==> config.mk <==
export PLATFORM = sky130hd
export DESIGN_NAME = one_pole_highpass_lowpass_cascade_top
export DESIGN_NICKNAME = d
export VERILOG_FILES = /design/src/design/opf_pkg.sv /design/src/design/opf_sermul.sv /design/src/design/opf_tail.sv /design/src/design/one_pole_highpass_lowpass_cascade_top.sv
export SDC_FILE = /design/constraint.sdc
export NUM_CORES = 1
export LEC_CHECK = 0
export BUFFER_PORTS_ARGS = -buffer_cell sky130_fd_sc_hd__buf_2
export CORE_MARGIN = 5
export CORE_UTILIZATION = 40
export CTS_CLUSTER_DIAMETER = 30
export DETAILED_ROUTE_END_ITERATION = 16
export MAX_ROUTING_LAYER = met4
export PLACE_DENSITY = 0.65
export RECOVER_POWER = 50
export SYNTH_ARGS = -nofsm -noshare
export SYNTH_HDL_FRONTEND = slang
export SYNTH_SLANG_ARGS = --single-unit
==> constraint.sdc <==
create_clock -name clk -period 8.8 [get_ports clk]
set_input_delay 1.32 -clock clk [delete_from_list [all_inputs] [get_ports clk]]
set_output_delay 1.32 -clock clk [all_outputs]
set_load 0.005 [all_outputs]
==> src/design/opf_pkg.sv <==
// ----------------------------------------------------------------------------
// opf_pkg - shared types and constants for the one-pole filter cascade
// Sequencer states, serial multiplier control and register indexes.
// ----------------------------------------------------------------------------
package opf_pkg;

	// Extra integrator bits above the sample width
	localparam int STATE_HEADROOM = 4;

	// Configuration register indexes
	localparam int CFG_INDEX_BITS = 2;
	localparam logic [CFG_INDEX_BITS-1:0] REG_LOW_CUT_ENABLE  = 2'd0;
	localparam logic [CFG_INDEX_BITS-1:0] REG_LOW_CUT_COEF    = 2'd1;
	localparam logic [CFG_INDEX_BITS-1:0] REG_HIGH_CUT_ENABLE = 2'd2;
	localparam logic [CFG_INDEX_BITS-1:0] REG_HIGH_CUT_COEF   = 2'd3;

	typedef enum logic [2:0] {
		ST_IDLE,
		ST_PICK,
		ST_MUL,
		ST_FIN1,
		ST_FIN2,
		ST_OUT
	} state_t;

	typedef struct packed {
		logic load;
		logic step;
	} mul_ctl_t;

endpackage

==> src/design/opf_sermul.sv <==
// ----------------------------------------------------------------------------
// opf_sermul - serial-parallel shift-add multiplier
// Consumes one coefficient bit per cycle while ctl.step is high, LSB first;
// product bits shift out of the accumulator one per cycle. Result is
// floor(d * coef / 2^COEF_BITS) plus the last bit out, the round-half-up carry.
// ----------------------------------------------------------------------------
module opf_sermul #(
	parameter int DATA_BITS = 29,
	parameter int COEF_BITS = 16
) (
	input  logic                        clk,
	input  logic                        arst_n,
	input  opf_pkg::mul_ctl_t           ctl,
	input  logic signed [DATA_BITS-1:0] d_in,
	input  logic        [COEF_BITS-1:0] coef_in,
	output logic signed [DATA_BITS-1:0] hi,
	output logic                        rnd,
	output logic                        last
);
	import opf_pkg::*;

	localparam int CNT_BITS = $clog2(COEF_BITS);

	logic signed [DATA_BITS-1:0] d_q;
	logic signed [DATA_BITS-1:0] acc_q;
	logic        [COEF_BITS-1:0] coef_q;
	logic        [CNT_BITS-1:0]  cnt_q;
	logic                        rnd_q;
	logic signed [DATA_BITS:0]   sum;

	always_comb begin
		sum = $signed({acc_q[DATA_BITS-1], acc_q})
			+ (coef_q[0] ? $signed({d_q[DATA_BITS-1], d_q}) : '0);
	end

	always_ff @(posedge clk or negedge arst_n) begin
		if (!arst_n) begin
			cnt_q <= '0;
		end else if (ctl.load) begin
			cnt_q <= CNT_BITS'(COEF_BITS - 1);
		end else if (ctl.step) begin
			cnt_q <= cnt_q - 1'b1;
		end
	end

	always_ff @(posedge clk) begin
		if (ctl.load) begin
			d_q    <= d_in;
			coef_q <= coef_in;
			acc_q  <= '0;
			rnd_q  <= 1'b0;
		end else if (ctl.step) begin
			// drop one product bit, advance to the next coefficient bit
			acc_q  <= sum[DATA_BITS:1];
			rnd_q  <= sum[0];
			coef_q <= coef_q >> 1;
		end
	end

	assign hi   = acc_q;
	assign rnd  = rnd_q;
	assign last = (cnt_q == '0);

endmodule

==> src/design/opf_tail.sv <==
// ----------------------------------------------------------------------------
// opf_tail - integrator update and output saturation of one section
// On capture, v and the low-pass value are registered; the new saturated
// state and the saturated section output are formed combinationally from them.
// ----------------------------------------------------------------------------
module opf_tail #(
	parameter int SAMPLE_BITS = 24,
	parameter int STATE_BITS  = 28,
	parameter int DATA_BITS   = 29
) (
	input  logic                          clk,
	input  logic                          capture,
	input  logic                          is_lowpass,
	input  logic signed [DATA_BITS-1:0]   hi,
	input  logic                          rnd,
	input  logic signed [STATE_BITS-1:0]  s,
	input  logic signed [SAMPLE_BITS-1:0] x,
	output logic signed [STATE_BITS-1:0]  state_next,
	output logic signed [SAMPLE_BITS-1:0] y
);
	import opf_pkg::*;

	localparam int LW = DATA_BITS + 2;

	logic signed [LW-1:0] hi_ext;
	logic signed [LW-1:0] s_ext;
	logic signed [LW-1:0] x_ext;
	logic signed [LW-1:0] rnd_ext;
	logic signed [LW-1:0] v_q;
	logic signed [LW-1:0] low_q;
	logic signed [LW-1:0] st_sum;
	logic signed [LW-1:0] hp_diff;

	function automatic logic signed [SAMPLE_BITS-1:0] sat_sample(
		input logic signed [LW-1:0] a
	);
		logic same;
		same = (&a[LW-1:SAMPLE_BITS-1]) | ~(|a[LW-1:SAMPLE_BITS-1]);
		if (same) begin
			return a[SAMPLE_BITS-1:0];
		end
		return {a[LW-1], {(SAMPLE_BITS-1){~a[LW-1]}}};
	endfunction

	function automatic logic signed [STATE_BITS-1:0] sat_state(
		input logic signed [LW-1:0] a
	);
		logic same;
		same = (&a[LW-1:STATE_BITS-1]) | ~(|a[LW-1:STATE_BITS-1]);
		if (same) begin
			return a[STATE_BITS-1:0];
		end
		return {a[LW-1], {(STATE_BITS-1){~a[LW-1]}}};
	endfunction

	assign hi_ext  = $signed({{(LW-DATA_BITS){hi[DATA_BITS-1]}}, hi});
	assign s_ext   = $signed({{(LW-STATE_BITS){s[STATE_BITS-1]}}, s});
	assign x_ext   = $signed({{(LW-SAMPLE_BITS){x[SAMPLE_BITS-1]}}, x});
	assign rnd_ext = $signed({{(LW-1){1'b0}}, rnd});

	always_ff @(posedge clk) begin
		if (capture) begin
			v_q   <= hi_ext + rnd_ext;
			low_q <= hi_ext + s_ext + rnd_ext;
		end
	end

	assign st_sum  = low_q + v_q;
	assign hp_diff = x_ext - low_q;

	assign state_next = sat_state(st_sum);
	assign y          = is_lowpass ? sat_sample(low_q) : sat_sample(hp_diff);

endmodule

==> src/design/one_pole_highpass_lowpass_cascade_top.sv <==
// ----------------------------------------------------------------------------
// one_pole_highpass_lowpass_cascade_top - TPT high-pass then low-pass cascade
// Two one-pole trapezoidal sections sharing one bit-serial multiplier.
// ----------------------------------------------------------------------------
// Usage:
//   Input channel sample_in_valid / sample_in_stall / sample_in moves one
//   signed sample per beat; output channel sample_out_valid /
//   sample_out_stall / sample_out returns one saturated sample per input beat.
//   The block takes one beat at a time. Each enabled section runs in order:
//   ST_PICK loads x - state into the multiplier, ST_MUL runs the shift-add
//   multiplier (one coefficient bit per cycle), then ST_FIN1 and ST_FIN2
//   update the integrator and saturate. A disabled section is skipped in
//   ST_PICK. After the low-pass slot the result goes out in ST_OUT.
//   The result sits in an output register, so the next beat is accepted
//   while the previous result waits; if the receiver still stalls when the
//   next result is ready, the sequencer holds it until the register frees.
//   Config writes (index, data, write strobe) must go in only while idle;
//   the block does not enforce it. Writing an enable register clears that
//   section's integrator. Reset clears config, sequencer, integrators, out valid.
// ----------------------------------------------------------------------------
module one_pole_highpass_lowpass_cascade_top #(
	parameter int SAMPLE_BITS = 24,
	parameter int COEF_BITS   = 16
) (
	input  logic                                  clk,
	input  logic                                  arst_n,
	input  logic                                  sample_in_valid,
	output logic                                  sample_in_stall,
	input  logic signed [SAMPLE_BITS-1:0]         sample_in,
	output logic                                  sample_out_valid,
	input  logic                                  sample_out_stall,
	output logic signed [SAMPLE_BITS-1:0]         sample_out,
	input  logic                                  cfg_write,
	input  logic [opf_pkg::CFG_INDEX_BITS-1:0]    cfg_index,
	input  logic [COEF_BITS-1:0]                  cfg_data
);
	import opf_pkg::*;

	localparam int STATE_BITS = SAMPLE_BITS + STATE_HEADROOM;
	// x - state needs one bit over the state width
	localparam int DATA_BITS  = STATE_BITS + 1;

	// configuration
	logic                  lc_en_q;
	logic [COEF_BITS-1:0]  lc_coef_q;
	logic                  hc_en_q;
	logic [COEF_BITS-1:0]  hc_coef_q;

	// integrators
	logic signed [STATE_BITS-1:0]  hp_state_q;
	logic signed [STATE_BITS-1:0]  lp_state_q;

	// sequencer and working sample
	state_t                        state_q;
	state_t                        state_d;
	logic                          sec_q;   // 0: high-pass section, 1: low-pass
	logic signed [SAMPLE_BITS-1:0] x_q;
	logic                          out_valid_q;
	logic signed [SAMPLE_BITS-1:0] sample_out_q;

	// section selection
	logic                          en_sel;
	logic [COEF_BITS-1:0]          coef_sel;
	logic signed [STATE_BITS-1:0]  s_sel;
	logic signed [DATA_BITS-1:0]   d_sel;

	// datapath control
	mul_ctl_t                      mul_ctl;
	logic                          tail_cap;
	logic                          out_load;
	logic                          in_accept;

	logic signed [DATA_BITS-1:0]   mul_hi;
	logic                          mul_rnd;
	logic                          mul_last;
	logic signed [STATE_BITS-1:0]  st_next;
	logic signed [SAMPLE_BITS-1:0] sec_y;

	assign en_sel   = sec_q ? hc_en_q : lc_en_q;
	assign coef_sel = sec_q ? hc_coef_q : lc_coef_q;
	assign s_sel    = sec_q ? lp_state_q : hp_state_q;
	assign d_sel    = $signed({{(DATA_BITS-SAMPLE_BITS){x_q[SAMPLE_BITS-1]}}, x_q})
		- $signed({s_sel[STATE_BITS-1], s_sel});

	// ---- next state ----
	always_comb begin
		state_d = state_q;
		unique case (state_q)
			ST_IDLE: begin
				if (in_accept) begin
					state_d = ST_PICK;
				end
			end
			ST_PICK: begin
				// skip a disabled section; leave after the low-pass slot
				priority if (en_sel) begin
					state_d = ST_MUL;
				end else if (sec_q) begin
					state_d = ST_OUT;
				end else begin
					state_d = ST_PICK;
				end
			end
			ST_MUL: begin
				if (mul_last) begin
					state_d = ST_FIN1;
				end
			end
			ST_FIN1: state_d = ST_FIN2;
			ST_FIN2: state_d = sec_q ? ST_OUT : ST_PICK;
			ST_OUT: begin
				if (out_load) begin
					state_d = ST_IDLE;
				end
			end
			default: state_d = ST_IDLE;
		endcase
	end

	// ---- sequencer outputs ----
	always_comb begin
		sample_in_stall = (state_q != ST_IDLE);
		mul_ctl.load    = (state_q == ST_PICK) && en_sel;
		mul_ctl.step    = (state_q == ST_MUL);
		tail_cap        = (state_q == ST_FIN1);
		// hand the result over once the output register is free or emptying
		out_load        = (state_q == ST_OUT) && (!out_valid_q || !sample_out_stall);
	end

	assign in_accept = sample_in_valid && !sample_in_stall;

	always_ff @(posedge clk or negedge arst_n) begin
		if (!arst_n) begin
			state_q <= ST_IDLE;
			sec_q   <= 1'b0;
		end else begin
			state_q <= state_d;
			if (in_accept) begin
				sec_q <= 1'b0;
			end else if (!sec_q && (((state_q == ST_PICK) && !en_sel)
					|| (state_q == ST_FIN2))) begin
				sec_q <= 1'b1;
			end
		end
	end

	// ---- configuration and integrators ----
	always_ff @(posedge clk or negedge arst_n) begin
		if (!arst_n) begin
			lc_en_q    <= 1'b0;
			lc_coef_q  <= '0;
			hc_en_q    <= 1'b0;
			hc_coef_q  <= '0;
			hp_state_q <= '0;
			lp_state_q <= '0;
		end else if (cfg_write) begin
			unique case (cfg_index)
				REG_LOW_CUT_ENABLE: begin
					lc_en_q    <= cfg_data[0];
					hp_state_q <= '0;
				end
				REG_LOW_CUT_COEF:    lc_coef_q <= cfg_data;
				REG_HIGH_CUT_ENABLE: begin
					hc_en_q    <= cfg_data[0];
					lp_state_q <= '0;
				end
				REG_HIGH_CUT_COEF:   hc_coef_q <= cfg_data;
				default: ;
			endcase
		end else if (state_q == ST_FIN2) begin
			if (sec_q) begin
				lp_state_q <= st_next;
			end else begin
				hp_state_q <= st_next;
			end
		end
	end

	// ---- working sample ----
	always_ff @(posedge clk) begin
		if (in_accept) begin
			x_q <= sample_in;
		end else if (state_q == ST_FIN2) begin
			x_q <= sec_y;
		end
	end

	// ---- output register ----
	always_ff @(posedge clk or negedge arst_n) begin
		if (!arst_n) begin
			out_valid_q <= 1'b0;
		end else if (out_load) begin
			out_valid_q <= 1'b1;
		end else if (!sample_out_stall) begin
			out_valid_q <= 1'b0;
		end
	end

	always_ff @(posedge clk) begin
		if (out_load) begin
			sample_out_q <= x_q;
		end
	end

	assign sample_out_valid = out_valid_q;
	assign sample_out       = sample_out_q;

	opf_sermul #(
		.DATA_BITS (DATA_BITS),
		.COEF_BITS (COEF_BITS)
	) u_sermul (
		.clk     (clk),
		.arst_n  (arst_n),
		.ctl     (mul_ctl),
		.d_in    (d_sel),
		.coef_in (coef_sel),
		.hi      (mul_hi),
		.rnd     (mul_rnd),
		.last    (mul_last)
	);

	opf_tail #(
		.SAMPLE_BITS (SAMPLE_BITS),
		.STATE_BITS  (STATE_BITS),
		.DATA_BITS   (DATA_BITS)
	) u_tail (
		.clk        (clk),
		.capture    (tail_cap),
		.is_lowpass (sec_q),
		.hi         (mul_hi),
		.rnd        (mul_rnd),
		.s          (s_sel),
		.x          (x_q),
		.state_next (st_next),
		.y          (sec_y)
	);

	// ---- assertions ----
	a_accept_starts_work: assert property (@(posedge clk) disable iff (!arst_n)
		in_accept |=> (state_q == ST_PICK) && !sec_q)
		else $error("accepted beat did not start at the high-pass slot");

	a_mul_ends_on_last: assert property (@(posedge clk) disable iff (!arst_n)
		(state_q == ST_MUL) && mul_last |=> (state_q == ST_FIN1))
		else $error("multiplier finish not followed by integrator update");

	a_lowpass_then_out: assert property (@(posedge clk) disable iff (!arst_n)
		(state_q == ST_FIN2) && sec_q |=> (state_q == ST_OUT))
		else $error("low-pass update not followed by result hand-over");

	a_hold_result: assert property (@(posedge clk) disable iff (!arst_n)
		(state_q == ST_OUT) && out_valid_q && sample_out_stall |=> (state_q == ST_OUT))
		else $error("pending output overwritten");

endmodule
==> impl_metrics.toml <==
[outcome]
outcome = "finished, violations left"
violations = "max-capacitance violations, max-slew violations"

[worst_setup_path]
max_stage_delay_ps = 2580
cp.required_ps = 8410
critical-path-top-delay-family = "buffers and inverters"
worst-path-max-fanout = 62
path_cells = "clkbuf_1, clkbuf_1"
startpoint_type = "input port"
crit_arrival_ps = 5430
cp-end-kind = "asynchronous set/reset pin"
critPathKind = "input port to asynchronous set/reset pin"
critPathMostFrequentCell = "clkbuf_1"
cp_slowest_cell = "clkbuf_1"
cp.buffers_inverters = 2
regToRegSetupSlack_ps = 3820

[global_route]
grt_pass1_vias = 17000
grt_usage = 0.209
top_usage_layer = "met2"
overflow = 0
grtUsageMet3 = 0.0446
grtUsageMet2 = 0.318
grtUsageMet1 = 0.278
grt_pass1_wl_mm = 91.0
grt_antenna_before_repair = 0
grt_max_degree = 63

[logic_synthesis]
synth_cell_type_count = 96
ys.warnings.count = 0
syn_area_sq_um = 20200
yosysMostFrequentCell = "nand2_1"
synth-edff-count = 154
synth.avg_cell_area_sq_um = 9.37
yosys-top-cells-area = "edfxtp_1, dfrtp_1, ha_1"
async_reset_ff_frac = 0.350
netlist_instances = 2156
ys.flop_type = "edfxtp_1"
synth_top_cell_area_share = 0.229
synth_common_cells = "nand2_1, a21oi_1, edfxtp_1"
synth_top_area_cell = "edfxtp_1"
seq_area_frac_synth = 0.381
synth_seq_cells = 283
synth_nets = 2359

[timing]
slew_headroom = -1.38
tightest_slew_ps = 3570
maxSlewViolCount = 231
rsz0062_at_grt = "no"
fmax_ghz = 0.172
min_period_ps = 5820
hold_viol = 0
finalSetupViolCount = 0
fin_tns_setup_ps = 0
whs_ps = 456
fin_crit_sh = 0.662
fin_skew_ps = 39.8

[cells_and_area]
fin_nets = 2452
final_cell_count_no_fill = 2982
area_growth_syn_to_layout_pct = 18.2
ff_latch_area_sq_um = 7700
multi_input_area_sq_um = 11800
drive_gt1_frac = 0.123
num_antenna_cells = 0
n_fill_cell = 4738

[placed_design]
finalWeightedCongestion = 0.952
dpl.hpwl_mm = 44.2
io_buffers = 72
dp_cells = 2845

[cts]
root_buffer = "clkbuf_16"
cts.repair.resized = 0
cts_made_buffers = 74
cts-hold-fix-buffers = 0
cts-htree-levels = 3
clkSlewWorstSetupHoldPaths_ps = 40
cts.path.max_buffers = 3
cts_tree = "yes"
clkSinkCount = 283
clk_latency_ps = 610
cts_setup_buffers = 0

[route]
drt_first_pass_iters = 5
vias = 16900
antenna_left = 0
drc = 0
drt-initial-drc-count = 1198
wirelength_mm = 57.9
wl_per_cell_um = 19.4
via_per_inst = 5.67

[power_and_ir_drop]
power.density_nw_per_um2 = 460
seqPwrFrac = 0.242
p_switching_w = 0.00469
power.leakage_nw = 10.2
pwr-share-clk = 0.257
intPower_w = 0.00629
p_comb_frac = 0.501
ir_drop_mv = 0.180
sw_frac_of_total = 0.427

[floorplanning]
die_w_um = 235
rows = 82
core_sq_um = 50100
num_io_pins = 73
start_util = 0.403
die_h_um = 235
dieArea_sq_um = 55100

[hold_path]
hp-class = "flip-flop to flip-flop"

[job]
cap_violations = 5
## metal layers
metal	share of wire	vias up
met2	0.44	538
li1	-	8145
met4	0.032	0
met3	0.063	138
met1	0.47	8077
met5	0	-
## cell usage in the layout (no fill, tap or decap), drive strengths merged, types with 39 or more instances in the layout
cell	instances
clkbuf	101
nor2b	39
inv	108
and2	41
xor2	66
nor2	144
nand2	208
a21oi	181
a211oi	50
mux2i	50
dfrtp	99
xnor2	109
buf	70
nand3	53
o21ai	118
edfxtp	154
a21o	56
ha	151
## worst paths after layout
check,startpoint,end,cells after the start
worst max-delay path,arst_n,sec_q$_DFFE_PN0P_,2
worst min-delay path,x_q[0]$_DFFE_PP_,sample_out[0]$_DFFE_PP_,0
worst max register to register,sec_q$_DFFE_PN0P_,u_tail.low_q[29]$_DFFE_PN_,14
worst min register to register,x_q[0]$_DFFE_PP_,sample_out[0]$_DFFE_PP_,0
max in group clk,sec_q$_DFFE_PN0P_,u_tail.low_q[29]$_DFFE_PN_,14
min in group asynchronous,arst_n,state_q[2]$_DFFE_PN0P_,1
## worst register-to-register path, stage by stage (launching register included)
cell	delay [ps]
dfrtp_2	390
buf_4	740
mux2i_1	370
inv_1	80
ha_1	360
a211oi_1	420
nor3_1	110
a311oi_1	490
a21oi_1	260
a41oi_1	300
xnor2_1	200
nor3b_1	310
nand4_1	260
nor4b_2	360
xnor2_1	90
## flip-flops by register name, indices dropped and copies added, names as in the netlist
signal,flops
u_tail.low_q,31
u_tail.v_q,30
u_sermul.d_q,29
u_sermul.hi,29
hp_state_q,28
lp_state_q,28
sample_out,24
x_q,24
hc_coef_q,16
lc_coef_q,16
u_sermul.coef_q,16
u_sermul.cnt_q,4
state_q,3
hc_en_q,1
lc_en_q,1
sample_out_valid,1
sec_q,1
u_sermul.rnd,1
## power groups by stage
stage / Sequential, W / Clock, W / Combinational, W
6_report: 0.00266 / 0.00282 / 0.00550
5_1_grt: 0.00271 / 0.00295 / 0.00608
4_1_cts: 0.00264 / 0.00287 / 0.00546
3_5_place_dp: 0.00266 / 0 / 0.00539
3_3_place_gp: 0.00264 / 0 / 0.00533
2_1_floorplan: 0.00240 / 0 / 0.00421
## area by class of cell
class / instances / share of cell area
Clock inverter: 54 / 0.0310
Inverter: 106 / 0.0167
Clock buffer: 83 / 0.0802
Tap cell: 672 / 0.0352
Multi-Input combinational cell: 1696 / 0.495
Sequential cell: 283 / 0.323
Timing Repair Buffer: 88 / 0.0189
## cell families (layout without fill, tap and decap cells)
logic type,after synthesis,after routing,share of synthesized area
AOI/OAI and AO/OA,603,603,0.196
xor gates and xnor gates,175,175,0.0763
adders and majority gates,156,156,0.0985
buffers and inverters,177,331,0.0344
DFF,283,283,0.381
muxes,87,87,0.0456
and+or+nand+nor,675,675,0.168
## through the flow
step | total power [W] | util | instance area (sq um) | setup WS, ps
2_1_floorplan | 0.00661 | - | 20200 | 4120
3_3_place_gp | 0.00797 | 0.425 | 21300 | 3940
3_5_place_dp | 0.00805 | 0.425 | 21300 | 3850
4_1_cts | 0.0110 | 0.478 | 23900 | 3820
5_1_grt | 0.0117 | 0.477 | 23900 | 1870
6_report | 0.0110 | 0.477 | 23900 | 2980
(Power assumes the default switching activity.)
